**config.mk**
```make
export PLATFORM = sky130hd
export DESIGN_NAME = sliding_window_receiver
export DESIGN_NICKNAME = d
export VERILOG_FILES = /design/src/rtl/core/swr_pkg.sv /design/src/rtl/core/swr_ram.sv /design/src/rtl/core/swr_datapath.sv /design/src/rtl/core/swr_ctrl.sv /design/src/rtl/core/sliding_window_receiver.sv
export SDC_FILE = /design/constraint.sdc
export NUM_CORES = 2
export LEC_CHECK = 0
export BUFFER_PORTS_ARGS = -buffer_cell sky130_fd_sc_hd__buf_2
export CAP_MARGIN = 30
export CORE_MARGIN = 5
export CORE_UTILIZATION = 43
export CTS_CLUSTER_SIZE = 25
export DETAILED_ROUTE_END_ITERATION = 6
export RECOVER_POWER = 100
export SLEW_MARGIN = 0
export SYNTH_ARGS = -nofsm -noshare
export SYNTH_HDL_FRONTEND = slang
export SYNTH_SLANG_ARGS = --single-unit
export TNS_END_PERCENT = 30
```
**constraint.sdc**
```tcl
create_clock -name clk -period 15.95 [get_ports clk]
set_input_delay 0.7975 -clock clk [delete_from_list [all_inputs] [get_ports clk]]
set_output_delay 0.7975 -clock clk [all_outputs]
set_load 0.05 [all_outputs]
```
**src/rtl/core/swr_pkg.sv**
```systemverilog
// Shared types, constants and codes for the sliding window receiver.
package swr_pkg;

	localparam int SEQ_W            = 32;
	localparam int LEN_W            = 12;
	localparam int HND_W            = 16;
	localparam int WIN_W            = 6;
	localparam int WINDOW_SLOTS_DEF = 32;
	localparam int MAX_PAYLOAD      = 1461;
	localparam int DRAIN_LIMIT      = 31;
	localparam int DRN_W            = $clog2(DRAIN_LIMIT + 1);
	localparam int REM_CNT_W        = $clog2(SEQ_W);
	localparam int CFG_IDX_W        = 1;

	localparam logic [WIN_W-1:0]     WIN_RESET       = WIN_W'(32);
	localparam logic [CFG_IDX_W-1:0] CFG_WIN         = CFG_IDX_W'(0);
	localparam logic [CFG_IDX_W-1:0] CFG_ACK_MODE    = CFG_IDX_W'(1);
	localparam logic                 RK_ACK          = 1'b0;
	localparam logic                 RK_DELIVER      = 1'b1;
	localparam logic                 AM_CUMULATIVE   = 1'b0;

	typedef enum logic [1:0] {
		PKT_START = 2'd0,
		PKT_END   = 2'd1,
		PKT_DATA  = 2'd2,
		PKT_ACK   = 2'd3
	} pkt_type_t;

	typedef enum logic [1:0] {
		PH_WAIT   = 2'd0,
		PH_RECV   = 2'd1,
		PH_CLOSED = 2'd2
	} phase_t;

	typedef enum logic [2:0] {
		RS_NONE         = 3'd0,
		RS_START_ACK    = 3'd1,
		RS_END_ACK      = 3'd2,
		RS_DELIVER_IN   = 3'd3,
		RS_DELIVER_SLOT = 3'd4,
		RS_ACK_NEXT     = 3'd5,
		RS_ACK_SEQ      = 3'd6
	} res_src_t;

	typedef enum logic [2:0] {
		ST_IDLE      = 3'd0,
		ST_REMAIN    = 3'd1,
		ST_EVAL      = 3'd2,
		ST_STORE     = 3'd3,
		ST_DRAIN_CHK = 3'd4,
		ST_DRAIN_RD  = 3'd5,
		ST_ACK       = 3'd6,
		ST_FLUSH     = 3'd7
	} state_t;

	typedef struct packed {
		logic [1:0]       packet_type;
		logic [SEQ_W-1:0] seq_num;
		logic [LEN_W-1:0] payload_length;
		logic             checksum_ok;
		logic [HND_W-1:0] payload_handle;
	} swr_in_t;

	typedef struct packed {
		logic             result_kind;
		logic [SEQ_W-1:0] result_seq;
		logic [LEN_W-1:0] result_length;
		logic [HND_W-1:0] result_handle;
		logic             session_closed;
		logic             last_result;
	} swr_out_t;

	typedef struct packed {
		logic     capture;
		logic     rem_start;
		logic     rem_step;
		logic     push;
		res_src_t src;
		logic     start_session;
		logic     close_session;
		logic     advance;
		logic     drain_reset;
		logic     slot_read;
		logic     drain_take;
		logic     store;
		logic     flush;
	} swr_cmd_t;

	typedef struct packed {
		logic      pkt_ok;
		pkt_type_t ptype;
		phase_t    phase;
		logic      seq_eq_ne;
		logic      in_win;
		logic      idx_ok;
		logic      rem_last;
		logic      slot_hit;
		logic      ack_go;
		logic      ack_mode;
		logic      can_push;
		logic      hold_v;
		logic      out_free;
	} swr_status_t;

endpackage

```
**src/rtl/core/swr_ram.sv**
```systemverilog
// Generic single-port-write, single-port-read RAM with registered read data.
module swr_ram #(
	parameter int WIDTH = 8,
	parameter int DEPTH = 32
) (
	input  logic                                   clk,
	input  logic                                   wr_en,
	input  logic [((DEPTH > 1) ? $clog2(DEPTH) : 1)-1:0] wr_addr,
	input  logic [WIDTH-1:0]                       wr_data,
	input  logic                                   rd_en,
	input  logic [((DEPTH > 1) ? $clog2(DEPTH) : 1)-1:0] rd_addr,
	output logic [WIDTH-1:0]                       rd_data
);

	logic [WIDTH-1:0] mem [DEPTH];

	always_ff @(posedge clk) begin
		if (wr_en) begin
			mem[wr_addr] <= wr_data;
		end
		if (rd_en) begin
			rd_data <= mem[rd_addr];
		end
	end

endmodule

```
**src/rtl/core/swr_datapath.sv**
```systemverilog
// Datapath: item capture, window state, slot store, remainder unit and result staging.
module swr_datapath #(
	parameter int WINDOW_SLOTS = swr_pkg::WINDOW_SLOTS_DEF
) (
	input  logic                               clk,
	input  logic                               arst_n,
	input  swr_pkg::swr_in_t                   pkt,
	input  logic                               res_stall,
	output logic                               res_valid,
	output swr_pkg::swr_out_t                  res,
	input  logic                               cfg_we,
	input  logic [swr_pkg::CFG_IDX_W-1:0]      cfg_index,
	input  logic [swr_pkg::WIN_W-1:0]          cfg_data,
	input  swr_pkg::swr_cmd_t                  cmd,
	output swr_pkg::swr_status_t               st
);

	import swr_pkg::*;

	localparam int IW = (WINDOW_SLOTS > 1) ? $clog2(WINDOW_SLOTS) : 1;
	localparam int SW = LEN_W + HND_W;
	localparam logic [WIN_W-1:0] SLOTS_W = WIN_W'(WINDOW_SLOTS);

	swr_in_t                item_q;
	logic [WIN_W-1:0]       win_q;
	logic                   mode_q;
	phase_t                 phase_q;
	logic [SEQ_W-1:0]       ne_q;
	logic [IW-1:0]          idx_q;
	logic                   idx_ok_q;
	logic [WIN_W-1:0]       rem_q;
	logic [SEQ_W-1:0]       rsh_q;
	logic [REM_CNT_W-1:0]   rcnt_q;
	logic [DRN_W-1:0]       drained_q;
	logic [WINDOW_SLOTS-1:0] valid_q;
	swr_out_t               hold_q;
	logic                   hold_v_q;
	swr_out_t               out_q;
	logic                   out_v_q;

	logic [WIN_W-1:0]  w;
	logic [SEQ_W:0]    top;
	logic [WIN_W:0]    rem_t;
	logic [WIN_W:0]    rem_diff;
	logic [WIN_W-1:0]  rem_nx;
	logic [WIN_W:0]    idx_ext;
	logic [WIN_W:0]    idx_p1;
	logic [IW-1:0]     idx_nx;
	logic [WIN_W-1:0]  off;
	logic [WIN_W:0]    sidx_sum;
	logic [WIN_W:0]    sidx_red;
	logic [IW-1:0]     sidx;
	logic [SW-1:0]     slot_rd;
	logic              out_free;
	logic              do_store;
	swr_out_t          res_new;
	swr_out_t          last_res;

	// Effective window: zero acts as one, oversize clamps to the slot count.
	always_comb begin
		if (win_q == '0) begin
			w = WIN_W'(1);
		end else if (win_q > SLOTS_W) begin
			w = SLOTS_W;
		end else begin
			w = win_q;
		end
	end

	assign top = {1'b0, ne_q} + (SEQ_W + 1)'(w) - (SEQ_W + 1)'(1);

	// One bit of next_expected mod window per cycle.
	assign rem_t    = {rem_q, rsh_q[SEQ_W-1]};
	assign rem_diff = rem_t - {1'b0, w};
	assign rem_nx   = (rem_t >= {1'b0, w}) ? rem_diff[WIN_W-1:0] : rem_t[WIN_W-1:0];

	assign idx_ext = (WIN_W + 1)'(idx_q);
	assign idx_p1  = idx_ext + (WIN_W + 1)'(1);
	// next_expected wrapping to zero restarts the slot index at zero
	assign idx_nx  = (idx_p1 == {1'b0, w} || ne_q == '1) ? '0 : idx_p1[IW-1:0];

	// Slot of an in-window packet: offset from next_expected, folded once.
	assign off      = item_q.seq_num[WIN_W-1:0] - ne_q[WIN_W-1:0];
	assign sidx_sum = idx_ext + (WIN_W + 1)'(off);
	assign sidx_red = (sidx_sum >= {1'b0, w}) ? (sidx_sum - {1'b0, w}) : sidx_sum;
	assign sidx     = sidx_red[IW-1:0];
	assign do_store = cmd.store && !valid_q[sidx];

	swr_ram #(
		.WIDTH (SW),
		.DEPTH (WINDOW_SLOTS)
	) u_slots (
		.clk     (clk),
		.wr_en   (do_store),
		.wr_addr (sidx),
		.wr_data ({item_q.payload_length, item_q.payload_handle}),
		.rd_en   (cmd.slot_read),
		.rd_addr (idx_q),
		.rd_data (slot_rd)
	);

	always_comb begin
		res_new = '0;
		case (cmd.src)
			RS_START_ACK: begin
				res_new.result_kind = RK_ACK;
				res_new.result_seq  = item_q.seq_num;
			end
			RS_END_ACK: begin
				res_new.result_kind    = RK_ACK;
				res_new.result_seq     = ne_q;
				res_new.session_closed = 1'b1;
			end
			RS_DELIVER_IN: begin
				res_new.result_kind   = RK_DELIVER;
				res_new.result_seq    = item_q.seq_num;
				res_new.result_length = item_q.payload_length;
				res_new.result_handle = item_q.payload_handle;
			end
			RS_DELIVER_SLOT: begin
				res_new.result_kind   = RK_DELIVER;
				res_new.result_seq    = ne_q;
				res_new.result_length = slot_rd[SW-1:HND_W];
				res_new.result_handle = slot_rd[HND_W-1:0];
			end
			RS_ACK_NEXT: begin
				res_new.result_kind = RK_ACK;
				res_new.result_seq  = ne_q;
			end
			RS_ACK_SEQ: begin
				res_new.result_kind = RK_ACK;
				res_new.result_seq  = item_q.seq_num;
			end
			default: res_new = '0;
		endcase
	end

	always_comb begin
		last_res             = hold_q;
		last_res.last_result = 1'b1;
	end

	assign out_free = !out_v_q || !res_stall;

	always_comb begin
		st.pkt_ok    = item_q.checksum_ok &&
		               !(pkt_type_t'(item_q.packet_type) == PKT_DATA &&
		                 item_q.payload_length > LEN_W'(MAX_PAYLOAD));
		st.ptype     = pkt_type_t'(item_q.packet_type);
		st.phase     = phase_q;
		st.seq_eq_ne = item_q.seq_num == ne_q;
		st.in_win    = (item_q.seq_num > ne_q) && ({1'b0, item_q.seq_num} <= top);
		st.idx_ok    = idx_ok_q;
		st.rem_last  = rcnt_q == REM_CNT_W'(SEQ_W - 1);
		st.slot_hit  = valid_q[idx_q] && (drained_q < DRN_W'(DRAIN_LIMIT));
		st.ack_go    = (mode_q == AM_CUMULATIVE) || ({1'b0, item_q.seq_num} <= top);
		st.ack_mode  = mode_q;
		st.can_push  = !hold_v_q || out_free;
		st.hold_v    = hold_v_q;
		st.out_free  = out_free;
	end

	// Control state.
	always_ff @(posedge clk or negedge arst_n) begin
		if (!arst_n) begin
			win_q     <= WIN_RESET;
			mode_q    <= AM_CUMULATIVE;
			phase_q   <= PH_WAIT;
			ne_q      <= '0;
			idx_q     <= '0;
			idx_ok_q  <= 1'b1;
			rcnt_q    <= '0;
			drained_q <= '0;
			valid_q   <= '0;
			hold_v_q  <= 1'b0;
			out_v_q   <= 1'b0;
		end else begin
			if (cfg_we) begin
				unique case (cfg_index)
					CFG_WIN: begin
						win_q    <= cfg_data;
						idx_ok_q <= 1'b0;
					end
					CFG_ACK_MODE: mode_q <= cfg_data[0];
					default: ;
				endcase
			end
			if (cmd.rem_start) begin
				rcnt_q <= '0;
			end
			if (cmd.rem_step) begin
				rcnt_q <= rcnt_q + REM_CNT_W'(1);
				if (st.rem_last) begin
					idx_q    <= rem_nx[IW-1:0];
					idx_ok_q <= 1'b1;
				end
			end
			if (cmd.start_session) begin
				phase_q  <= PH_RECV;
				ne_q     <= '0;
				idx_q    <= '0;
				idx_ok_q <= 1'b1;
				valid_q  <= '0;
			end
			if (cmd.close_session) begin
				phase_q <= PH_CLOSED;
			end
			if (cmd.advance) begin
				ne_q  <= ne_q + SEQ_W'(1);
				idx_q <= idx_nx;
			end
			if (cmd.drain_reset) begin
				drained_q <= '0;
			end
			if (cmd.drain_take) begin
				drained_q      <= drained_q + DRN_W'(1);
				valid_q[idx_q] <= 1'b0;
			end
			if (do_store) begin
				valid_q[sidx] <= 1'b1;
			end
			if (cmd.push) begin
				hold_v_q <= 1'b1;
			end else if (cmd.flush) begin
				hold_v_q <= 1'b0;
			end
			if (cmd.flush || (cmd.push && hold_v_q)) begin
				out_v_q <= 1'b1;
			end else if (!res_stall) begin
				out_v_q <= 1'b0;
			end
		end
	end

	// Payload registers.
	always_ff @(posedge clk) begin
		if (cmd.capture) begin
			item_q <= pkt;
		end
		if (cmd.rem_start) begin
			rem_q <= '0;
			rsh_q <= ne_q;
		end
		if (cmd.rem_step) begin
			rem_q <= rem_nx;
			rsh_q <= {rsh_q[SEQ_W-2:0], 1'b0};
		end
		if (cmd.push) begin
			hold_q <= res_new;
		end
		if (cmd.flush) begin
			out_q <= last_res;
		end else if (cmd.push && hold_v_q) begin
			out_q <= hold_q;
		end
	end

	assign res_valid = out_v_q;
	assign res       = out_q;

endmodule

```
**src/rtl/core/swr_ctrl.sv**
```systemverilog
// Controller state machine: sequences each packet through remainder, evaluate, store, drain, ack and flush.
module swr_ctrl (
	input  logic                  clk,
	input  logic                  arst_n,
	input  logic                  pkt_valid,
	output logic                  pkt_stall,
	input  swr_pkg::swr_status_t  st,
	output swr_pkg::swr_cmd_t     cmd
);

	import swr_pkg::*;

	state_t state_q;
	state_t state_d;

	always_ff @(posedge clk or negedge arst_n) begin
		if (!arst_n) begin
			state_q <= ST_IDLE;
		end else begin
			state_q <= state_d;
		end
	end

	assign pkt_stall = state_q != ST_IDLE;

	always_comb begin
		state_d = state_q;
		cmd     = '0;
		unique case (state_q)
			ST_IDLE: begin
				if (pkt_valid) begin
					cmd.capture = 1'b1;
					if (st.idx_ok) begin
						state_d = ST_EVAL;
					end else begin
						cmd.rem_start = 1'b1;
						state_d       = ST_REMAIN;
					end
				end
			end
			ST_REMAIN: begin
				cmd.rem_step = 1'b1;
				if (st.rem_last) begin
					state_d = ST_EVAL;
				end
			end
			ST_EVAL: begin
				state_d = ST_IDLE;
				if (st.pkt_ok) begin
					unique case (st.phase)
						PH_WAIT: begin
							if (st.ptype == PKT_START) begin
								cmd.push          = 1'b1;
								cmd.src           = RS_START_ACK;
								cmd.start_session = 1'b1;
								state_d           = ST_FLUSH;
							end
						end
						PH_RECV: begin
							if (st.ptype == PKT_END) begin
								if (st.seq_eq_ne) begin
									cmd.push          = 1'b1;
									cmd.src           = RS_END_ACK;
									cmd.close_session = 1'b1;
									state_d           = ST_FLUSH;
								end
							end else if (st.ptype == PKT_DATA) begin
								if (st.seq_eq_ne) begin
									cmd.push        = 1'b1;
									cmd.src         = RS_DELIVER_IN;
									cmd.advance     = 1'b1;
									cmd.drain_reset = 1'b1;
									state_d         = ST_DRAIN_CHK;
								end else if (st.in_win) begin
									state_d = ST_STORE;
								end else begin
									state_d = ST_ACK;
								end
							end
						end
						default: state_d = ST_IDLE;
					endcase
				end
			end
			ST_STORE: begin
				cmd.store = 1'b1;
				state_d   = ST_ACK;
			end
			ST_DRAIN_CHK: begin
				if (st.slot_hit) begin
					cmd.slot_read = 1'b1;
					state_d       = ST_DRAIN_RD;
				end else begin
					state_d = ST_ACK;
				end
			end
			ST_DRAIN_RD: begin
				// hold the read data until the staging register can take it
				if (st.can_push) begin
					cmd.push       = 1'b1;
					cmd.src        = RS_DELIVER_SLOT;
					cmd.advance    = 1'b1;
					cmd.drain_take = 1'b1;
					state_d        = ST_DRAIN_CHK;
				end
			end
			ST_ACK: begin
				if (!st.ack_go) begin
					state_d = ST_FLUSH;
				end else if (st.can_push) begin
					cmd.push = 1'b1;
					cmd.src  = (st.ack_mode == AM_CUMULATIVE) ? RS_ACK_NEXT : RS_ACK_SEQ;
					state_d  = ST_FLUSH;
				end
			end
			ST_FLUSH: begin
				// release the staged result marked as the last of this packet
				if (!st.hold_v) begin
					state_d = ST_IDLE;
				end else if (st.out_free) begin
					cmd.flush = 1'b1;
					state_d   = ST_IDLE;
				end
			end
			default: state_d = ST_IDLE;
		endcase
	end

endmodule

```
**src/rtl/core/sliding_window_receiver.sv**
```systemverilog
// Selective-repeat sliding window receiver: top level joining controller and datapath.
// Flow: each packet is captured and evaluated, and may be acked; data is delivered in
//   order, stored or dropped, and in-order delivery drains up to 31 buffered slots
//   via the one-read-per-cycle slot RAM and its registered read, each held on a stall.
// The first packet after a window register write first runs the serial slot-index
//   remainder. One packet is in work at a time; the last result waits in the output register.
// Reset: phase waits for start, next expected is 0, all slot valid bits clear at once.
module sliding_window_receiver #(
	parameter int WINDOW_SLOTS = swr_pkg::WINDOW_SLOTS_DEF
) (
	input  logic                           clk,
	input  logic                           arst_n,
	input  logic                           pkt_valid,
	output logic                           pkt_stall,
	input  swr_pkg::swr_in_t               pkt,
	output logic                           res_valid,
	input  logic                           res_stall,
	output swr_pkg::swr_out_t              res,
	input  logic                           cfg_we,
	input  logic [swr_pkg::CFG_IDX_W-1:0]  cfg_index,
	input  logic [swr_pkg::WIN_W-1:0]      cfg_data
);

	import swr_pkg::*;

	swr_cmd_t    cmd;
	swr_status_t st;

	swr_ctrl u_ctrl (
		.clk       (clk),
		.arst_n    (arst_n),
		.pkt_valid (pkt_valid),
		.pkt_stall (pkt_stall),
		.st        (st),
		.cmd       (cmd)
	);

	swr_datapath #(
		.WINDOW_SLOTS (WINDOW_SLOTS)
	) u_datapath (
		.clk       (clk),
		.arst_n    (arst_n),
		.pkt       (pkt),
		.res_stall (res_stall),
		.res_valid (res_valid),
		.res       (res),
		.cfg_we    (cfg_we),
		.cfg_index (cfg_index),
		.cfg_data  (cfg_data),
		.cmd       (cmd),
		.st        (st)
	);

endmodule
```
## Word level (Yosys, flattened, before mapping)

Memories as Yosys holds them, arrays and structs flattened. A register that Yosys moved wholly into a read port is not among the register bits.
Cells that the tools add are included.

- Bits in writable memories: 896
- Bits in registers: 320
- Input port bits: 75
- Output and inout port bits: 65
- Memories kept: 1
- Word-level logic and storage cells: 221

- Mux-type cells: 100
- Bitwise gates (word level): 5
- Magnitude comparators: 11
- Add/sub/neg operators: 10
- Equal/unequal tests: 26
- Reduce and logical (&&, ||, !) cells: 37

Memories:

| name | words | bits a word | read ports | clocked after memory_dff | wr ports | line | text |
|---|---|---|---|---|---|---|---|
| u_datapath.u_slots.mem | 32 | 28 | 1 | 1 | 1 | swr_ram.sv:15 | `logic [WIDTH-1:0] mem [DEPTH];` |

Operator list:

| kind | count |
|---|---|
| 32-bit 2-to-1 mux | 7 |
| 33-bit case mux with 4 select lines | 1 |
| 63-bit 2-to-1 mux | 2 |
| 28-bit case mux with 2 select lines | 1 |
| 5-bit 2-to-1 mux | 11 |
| 3-bit 2-to-1 mux | 15 |
| 32-bit by 6-bit adder with 33-bit output | 1 |
| 32-bit by 33-bit <= comparator with 1-bit output | 1 |
| 33-bit by 1-bit subtractor with 33-bit output (second input constant) | 1 |
| 32-bit by 1-bit adder with 32-bit output (second input constant) | 1 |
| 32-bit bitwise AND | 1 |
| 32-bit == test | 1 |
| 32-bit == test (second input constant) | 1 |
| 32-bit > comparator | 1 |
| 32-bit inverter | 1 |
| 32-bit OR | 1 |
| 1-bit 2-to-1 mux | 30 |
| 6-bit 2-to-1 mux | 5 |
| 4-bit 2-to-1 mux | 7 |
| 3-bit case mux with 8 select lines | 1 |
| 2-bit 2-to-1 mux | 11 |
| 3-bit == test (second input constant) | 7 |
| 7-bit by 6-bit >= comparator with 1-bit output | 2 |
| 3-bit by 2-bit == test with 1-bit output (second input constant) | 4 |
| other kinds (37) | 75 |

## Longest topological paths before layout

- Word-level depth: 14
- Mapped depth: 29
- Gate-level depth less buffers: 28

## Hierarchy

A second synthesis with hierarchy kept.

- Cell total of the unflattened synthesis: 3,611
- Area, all modules: 54,239.5 µm²

By module, submodules not included:

| module | instances | cells an instance | area an instance (µm²) | sequential area each (µm²) |
|---|---|---|---|---|
| swr_ram | 1 | 1,984 | 35,728.0 | 27,746.6 |
| swr_datapath | 1 | 1,554 | 17,947.2 | 9,046.2 |
| swr_ctrl | 1 | 73 | 564.3 | 75.1 |

## Worst setup path before layout

OpenSTA, ideal clock, no wires.

- Kind: register to register
- Start point: reg u_datapath.win_q[5]
- End point: reg u_datapath.out_q (netlist bit u_datapath.res[10]), enable pin
- Library setup time: 0.394 ns
- Arrival time: 7.662 ns
- Slack: 7.894 ns
- Clock period less this slack: 8.056 ns
- Path buffers: 1
- Cell stages (with the launch flop): 28
- Data required time: 15.556 ns
- Cell sequence: dfstp_2 inv_1 o21ai_0 ha_1 inv_1 ha_1 fa_1 a211oi_1 o21ai_0 a221oi_1 o21ai_1 o41a_1 nand4_1 nand3_1 a41o_1 a21o_1 a21oi_1 xor2_1 ha_1 a21oi_1 o21ai_0 a211oi_1 nor3_1 mux2_2 nand2_1 a21o_1 o21a_1 buf_2

RTL lines:

| element | line | text |
|---|---|---|
| from (decl) | swr_datapath.sv:25 | `logic [WIN_W-1:0] win_q;` |
| from (signal assigned) | swr_datapath.sv:181 | `win_q <= cfg_data;` |
| to (signal assigned) | swr_datapath.sv:252 | `out_q <= last_res;` |
| to (signal assigned) | swr_datapath.sv:254 | `out_q <= hold_q;` |
| to (decl) | swr_datapath.sv:38 | `swr_out_t out_q;` |

## Worst setup path after layout

- Start point: reg u_datapath.idx_q[0]
- End point: mem u_datapath.u_slots.mem[9][11] in the netlist's numbering, enable pin

- Cells in the longest elaborated chain, start to end: 9
- Elaborated cells on any way between the ends: 10
- Classes of those cells: 2 x add/sub; 1 x order compare; 5 x mux; 2 x reduce/logical

RTL lines:

| element | line | text |
|---|---|---|
| from (decl) | swr_datapath.sv:29 | `logic [IW-1:0] idx_q;` |
| from (signal assigned) | swr_datapath.sv:194 | `idx_q <= rem_nx[IW-1:0];` |
| from (signal assigned) | swr_datapath.sv:210 | `idx_q <= idx_nx;` |
| 5-bit by 6-bit adder with 7-bit output * | swr_datapath.sv:84 | `assign sidx_sum = idx_ext + (WIN_W + 1)'(off);` |
| 7-bit by 6-bit >= comparator with 1-bit output / 5-bit subtractor (equally long branches) | swr_datapath.sv:85 | `assign sidx_red = (sidx_sum >= {1'b0, w}) ? (sidx_sum - {1'b0, w}) : sidx_sum;` |
| 5-bit 2-to-1 mux * | swr_datapath.sv:85 |  |
| 1-bit binary-select mux with 5-bit select | swr_datapath.sv:87 | `assign do_store = cmd.store && !valid_q[sidx];` |
| 1-bit 2-to-1 mux (not written as such) | swr_datapath.sv:87 |  |
| 1-bit zero test | swr_datapath.sv:87 |  |
| 1-bit logical AND | swr_datapath.sv:87 |  |
| 1-bit 2-to-1 mux | swr_ram.sv:18 | `if (wr_en) begin` |
| 1-bit 2-to-1 mux (not written as such) | swr_ram.sv:19 | `mem[wr_addr] <= wr_data;` |
| to (decl) | swr_ram.sv:15 |  |

Mark *: on every way between the ends. The rest lies on a longest branch, timed or not. The select of a mux whose other input is x is not followed.

==> summary.txt <==
Power and ir drop
  • Sw Ratio: 37.3%
  • Combinational Power Share: between 30% and 40%
  • Lkg Pwr: between 15 and 20 nW
  • P_int: ~7.6 mW
  • Share of power burned in registers: a little under two fifths
  • VDD IR-drop max: 213 uV
  • Psw: approximately 4.5 mW
  • Pwr dens: roughly 200 nW/um2
  • Clock share of power: about a quarter

CTS
  • Worst-skew pair later-pin latency: ~0.75 ns
  • Num Clock Sinks: roughly 1200
  • Post-CTS Setup Bufs: 0
  • Clock Root Buffer: clkbuf_16
  • Reg clk slew, reported paths: ~0.060 ns
  • CTS Buf Count: 131
  • Htree depth: 4
  • Clk buf depth: 3
  • Hold_buf cts: 0
  • TritonCTS clock tree: built
  • Post-cts sizing count: 0

Timing
  • Slew HR: -150%
  • Unrepaired setup endpoints after global routing: no
  • Final Setup Violations: 0
  • Min cycle time layout: 10.62 ns
  • Highest achievable clock rate: around 94 MHz
  • Hold slack: 0.228 ns
  • Final period utilization: approximately 67%
  • Slew Limit Fails: 1735
  • Final hold violations: 0
  • Setup Skew: 0.0227 ns
  • Pin slew with the least headroom to its limit: between 3 and 4 ns
  • Post-Route Setup TNS: 0 ns

Synthesis
  • Synth Instances: between 2000 and 3000
  • Top post-synthesis cells by area: edfxtp_1, mux4_2, dfrtp_1
  • Commonest cells post-synth: edfxtp_1, mux4_2, ha_1
  • Area leader, netlist: edfxtp_1
  • Area share of the largest cell type after synthesis: 66.0%
  • Syn. warnings: 0
  • Top FF cell, synth: edfxtp_1
  • Ys async rst share: roughly 7.6%
  • Number of synthesized register bits: approximately 1200
  • Synth cell types: 89
  • Post-synthesis net count: between 3000 and 4000
  • Sequential area share after synthesis: 70.6%
  • Cell with the most instances after synthesis: edfxtp_1
  • Avg Inst Size Synth: roughly 18 um2
  • Post-synth EDFFs: roughly 1100
  • Synthesized area: 52200 um2

GRT
  • Grt total ovfl: 0
  • Global-route wire length before repair: 203000 um
  • Initial antenna violation count: 2
  • Total track usage: ~22%
  • Vias in the first global route: between 20000 and 30000
  • Largest net degree at the start of global routing: 75

Critical path
  • Crit Path Max Fanout: 28
  • Reg-to-reg endpoint: u_datapath.u_slots.mem[9][11]$_DFFE_PP_
  • Reg2Reg Setup Slack: between 5 and 6 ns
  • Critical Path RT: around 16 ns
  • Worst Setup SP: u_datapath.idx_q[0]$_DFFE_PN0P_
  • Crit path to: u_datapath.u_slots.mem[9][11]$_DFFE_PP_
  • Crit path kind: reg2reg
  • Arrival @ worst endpoint: 10.90 ns
  • Critical Path Sink Type: flip-flop
  • Worst reg2reg path depth: 18
  • Crit start category: flip-flop
  • Reg2reg start: u_datapath.idx_q[0]$_DFFE_PN0P_

Min path
  • Hold Startpoint: pkt[1]
  • Worst Hold Class: in2reg

Final layout
  • FILL cells: a little under 10000
  • Area Overhead vs Synth: 13.3%
  • FF/Latch Area: between 30000 and 40000 um2
  • Multi-input gate area: 14700 um2
  • Final net count: 3410
  • Layout cell share with drive strength beyond 1: between 15 and 20%

Place
  • DP Wirelength: 77700 um
  • RePlAce Congestion: about 0.88
  • Port Buffers: approximately 140

Detailed routing
  • Final WL: approximately 140000 um
  • Routed vias: roughly 29000
  • WL/cell: 28.7 um
  • DRC Markers: 0
  • First-pass iteration count of the detailed router: 7
  • Violation count after the first detailed-route iteration: roughly 2700
  • Antenna-violating nets left: 0
  • DR vias/cell: around 6.0

Outcome
  • Failing checks: max-capacitance violations, max-slew violations
  • Status: finished, violations left

Die
  • Number of I/O pins: 140
  • Core area: roughly 120000 um2
  • Die width: roughly 360 um
  • DIE AREA: ~130000 um2
  • Die height: 359 um
  • Row count: 127
  • Initial Util: between 40% and 50%

Run
  • Max-cap violation count: 61
-- worst max-delay path: stages, from the launching register on --
cell and delay (ns):
dfrtp_1 1.30, ha_1 0.35, inv_1 0.06, fa_1 0.43, xor2_1 0.33, inv_1 0.12, ha_1 0.36, o21a_1 0.22
o21ai_0 0.32, o21bai_2 0.10, a21oi_1 0.32, nand2_1 0.40, a31oi_1 1.21, o221ai_1 0.29, a211oi_1 0.64, nand4_1 0.61
clkbuf_1 0.56, nor2_4 0.19, clkbuf_1 2.30
-- routing by layer --
metal	track usage (%)	up-vias	share of wire, %
met1	28.7	15200	40
met2	36.9	1211	50
met4	7.93	2	3.6
met3	3.68	265	7.0
met5	0	-	0.0078
li1	-	12500	-
-- sequential cells by signal (all words and copies together) (netlist names), 2 cells and up --
name	cells
u_datapath.u_slots.rd_data	28
u_datapath.rem_q	6
u_datapath.hold_q	62
u_datapath.st	2
u_datapath.drained_q	5
u_datapath.ne_q	32
u_ctrl.state_q	3
u_datapath.phase_q	2
u_datapath.idx_q	5
u_datapath.u_slots.mem	896
u_datapath.rcnt_q	5
u_datapath.item_q	61
u_datapath.rsh_q	32
u_datapath.win_q	6
u_datapath.res	63
u_datapath.valid_q	32
-- stage by stage --
| stage | cell area, um2 | util, % | worst slack, ns | power (mW) | instances |
|---|---|---|---|---|---|
| 2_1_floorplan | 52200 | - | 7.89 | 7.71 | 2959 |
| 3_3_place_gp | 55300 | 46.0 | 7.79 | 9.04 | 4648 |
| 3_5_place_dp | 55400 | 46.0 | 7.60 | 9.14 | 4651 |
| 4_1_cts | 59600 | 49.6 | 7.56 | 12.2 | 4885 |
| 5_1_grt | 59200 | 49.2 | 4.56 | 12.7 | 4892 |
| 6_report | 59200 | 49.2 | 5.33 | 12.0 | 4893 |
-- cells by family (layout without fill, tap and decap cells) --
kind of cell             count (synthesis)  after routing  synth area share, %
AO/OA/AOI/OAI                          576            576                 7.87
XOR/XNOR                                55             55                0.922
adder cells (fa/ha/maj)                156            156                 3.81
buffers and inverters                  220            541                 1.67
flip-flops                            1244           1244                 70.6
multiplexers                           258            258                 10.5
other                                    0              1                    0
AND/OR/NAND/NOR                        450            450                 4.65
-- cell usage in the layout, fill, tap and decap left out, drive strengths merged, types with 14 or more instances in the layout --
cell and instances:
a22oi 114, a21oi 66, buf 80, a22o 93, clkinv 47, nor2 88
xnor2 30, o21ai 111, nand4 60, nor3 22, clkbuf 309, xor2 25
and2 68, inv 90, nand3 49, edfxtp 1148, ha 151, o22ai 34
nand2 83, nand2b 14, a31oi 15, dfrtp 92, mux2i 18, a211oi 18
mux4 232, a21o 48
-- how the worst min path moves through the flow --
stage | to | cells after the start
2_1_floorplan | u_datapath.phase_q[1]$_DFFE_PN0P_ | 1
3_3_place_gp | u_datapath.res[0]$_SDFFE_PP1N_ | 1
3_5_place_dp | u_datapath.res[0]$_SDFFE_PP1N_ | 1
4_1_cts | u_datapath.mode_q$_DFFE_PN0P_ | 1
5_1_grt | u_datapath.item_q[1]$_DFFE_PP_ | 1
6_report | u_datapath.item_q[1]$_DFFE_PP_ | 1
-- power groups by stage --
stage / registers [mW] / clock network, mW / logic (mW)
finish: 4.50 / 3.03 / 4.52
global route: 4.55 / 3.23 / 4.91
CTS: 4.51 / 3.09 / 4.58
detailed placement: 4.57 / 0 / 4.56
global placement: 4.56 / 0 / 4.49
floorplan: 4.70 / 0 / 3.01
-- layout make-up --
type / instances / area share, %
sequential: 1244 / 62.3
antenna: 1 / 0.00423
timing repair buffer: 223 / 1.72
clock buffer: 166 / 5.96
multi-input combinational: 1495 / 24.9
inverter: 84 / 0.533
tap: 1612 / 3.41
clock inverter: 68 / 1.22
Note: power is estimated with default switching activity, not from simulation.
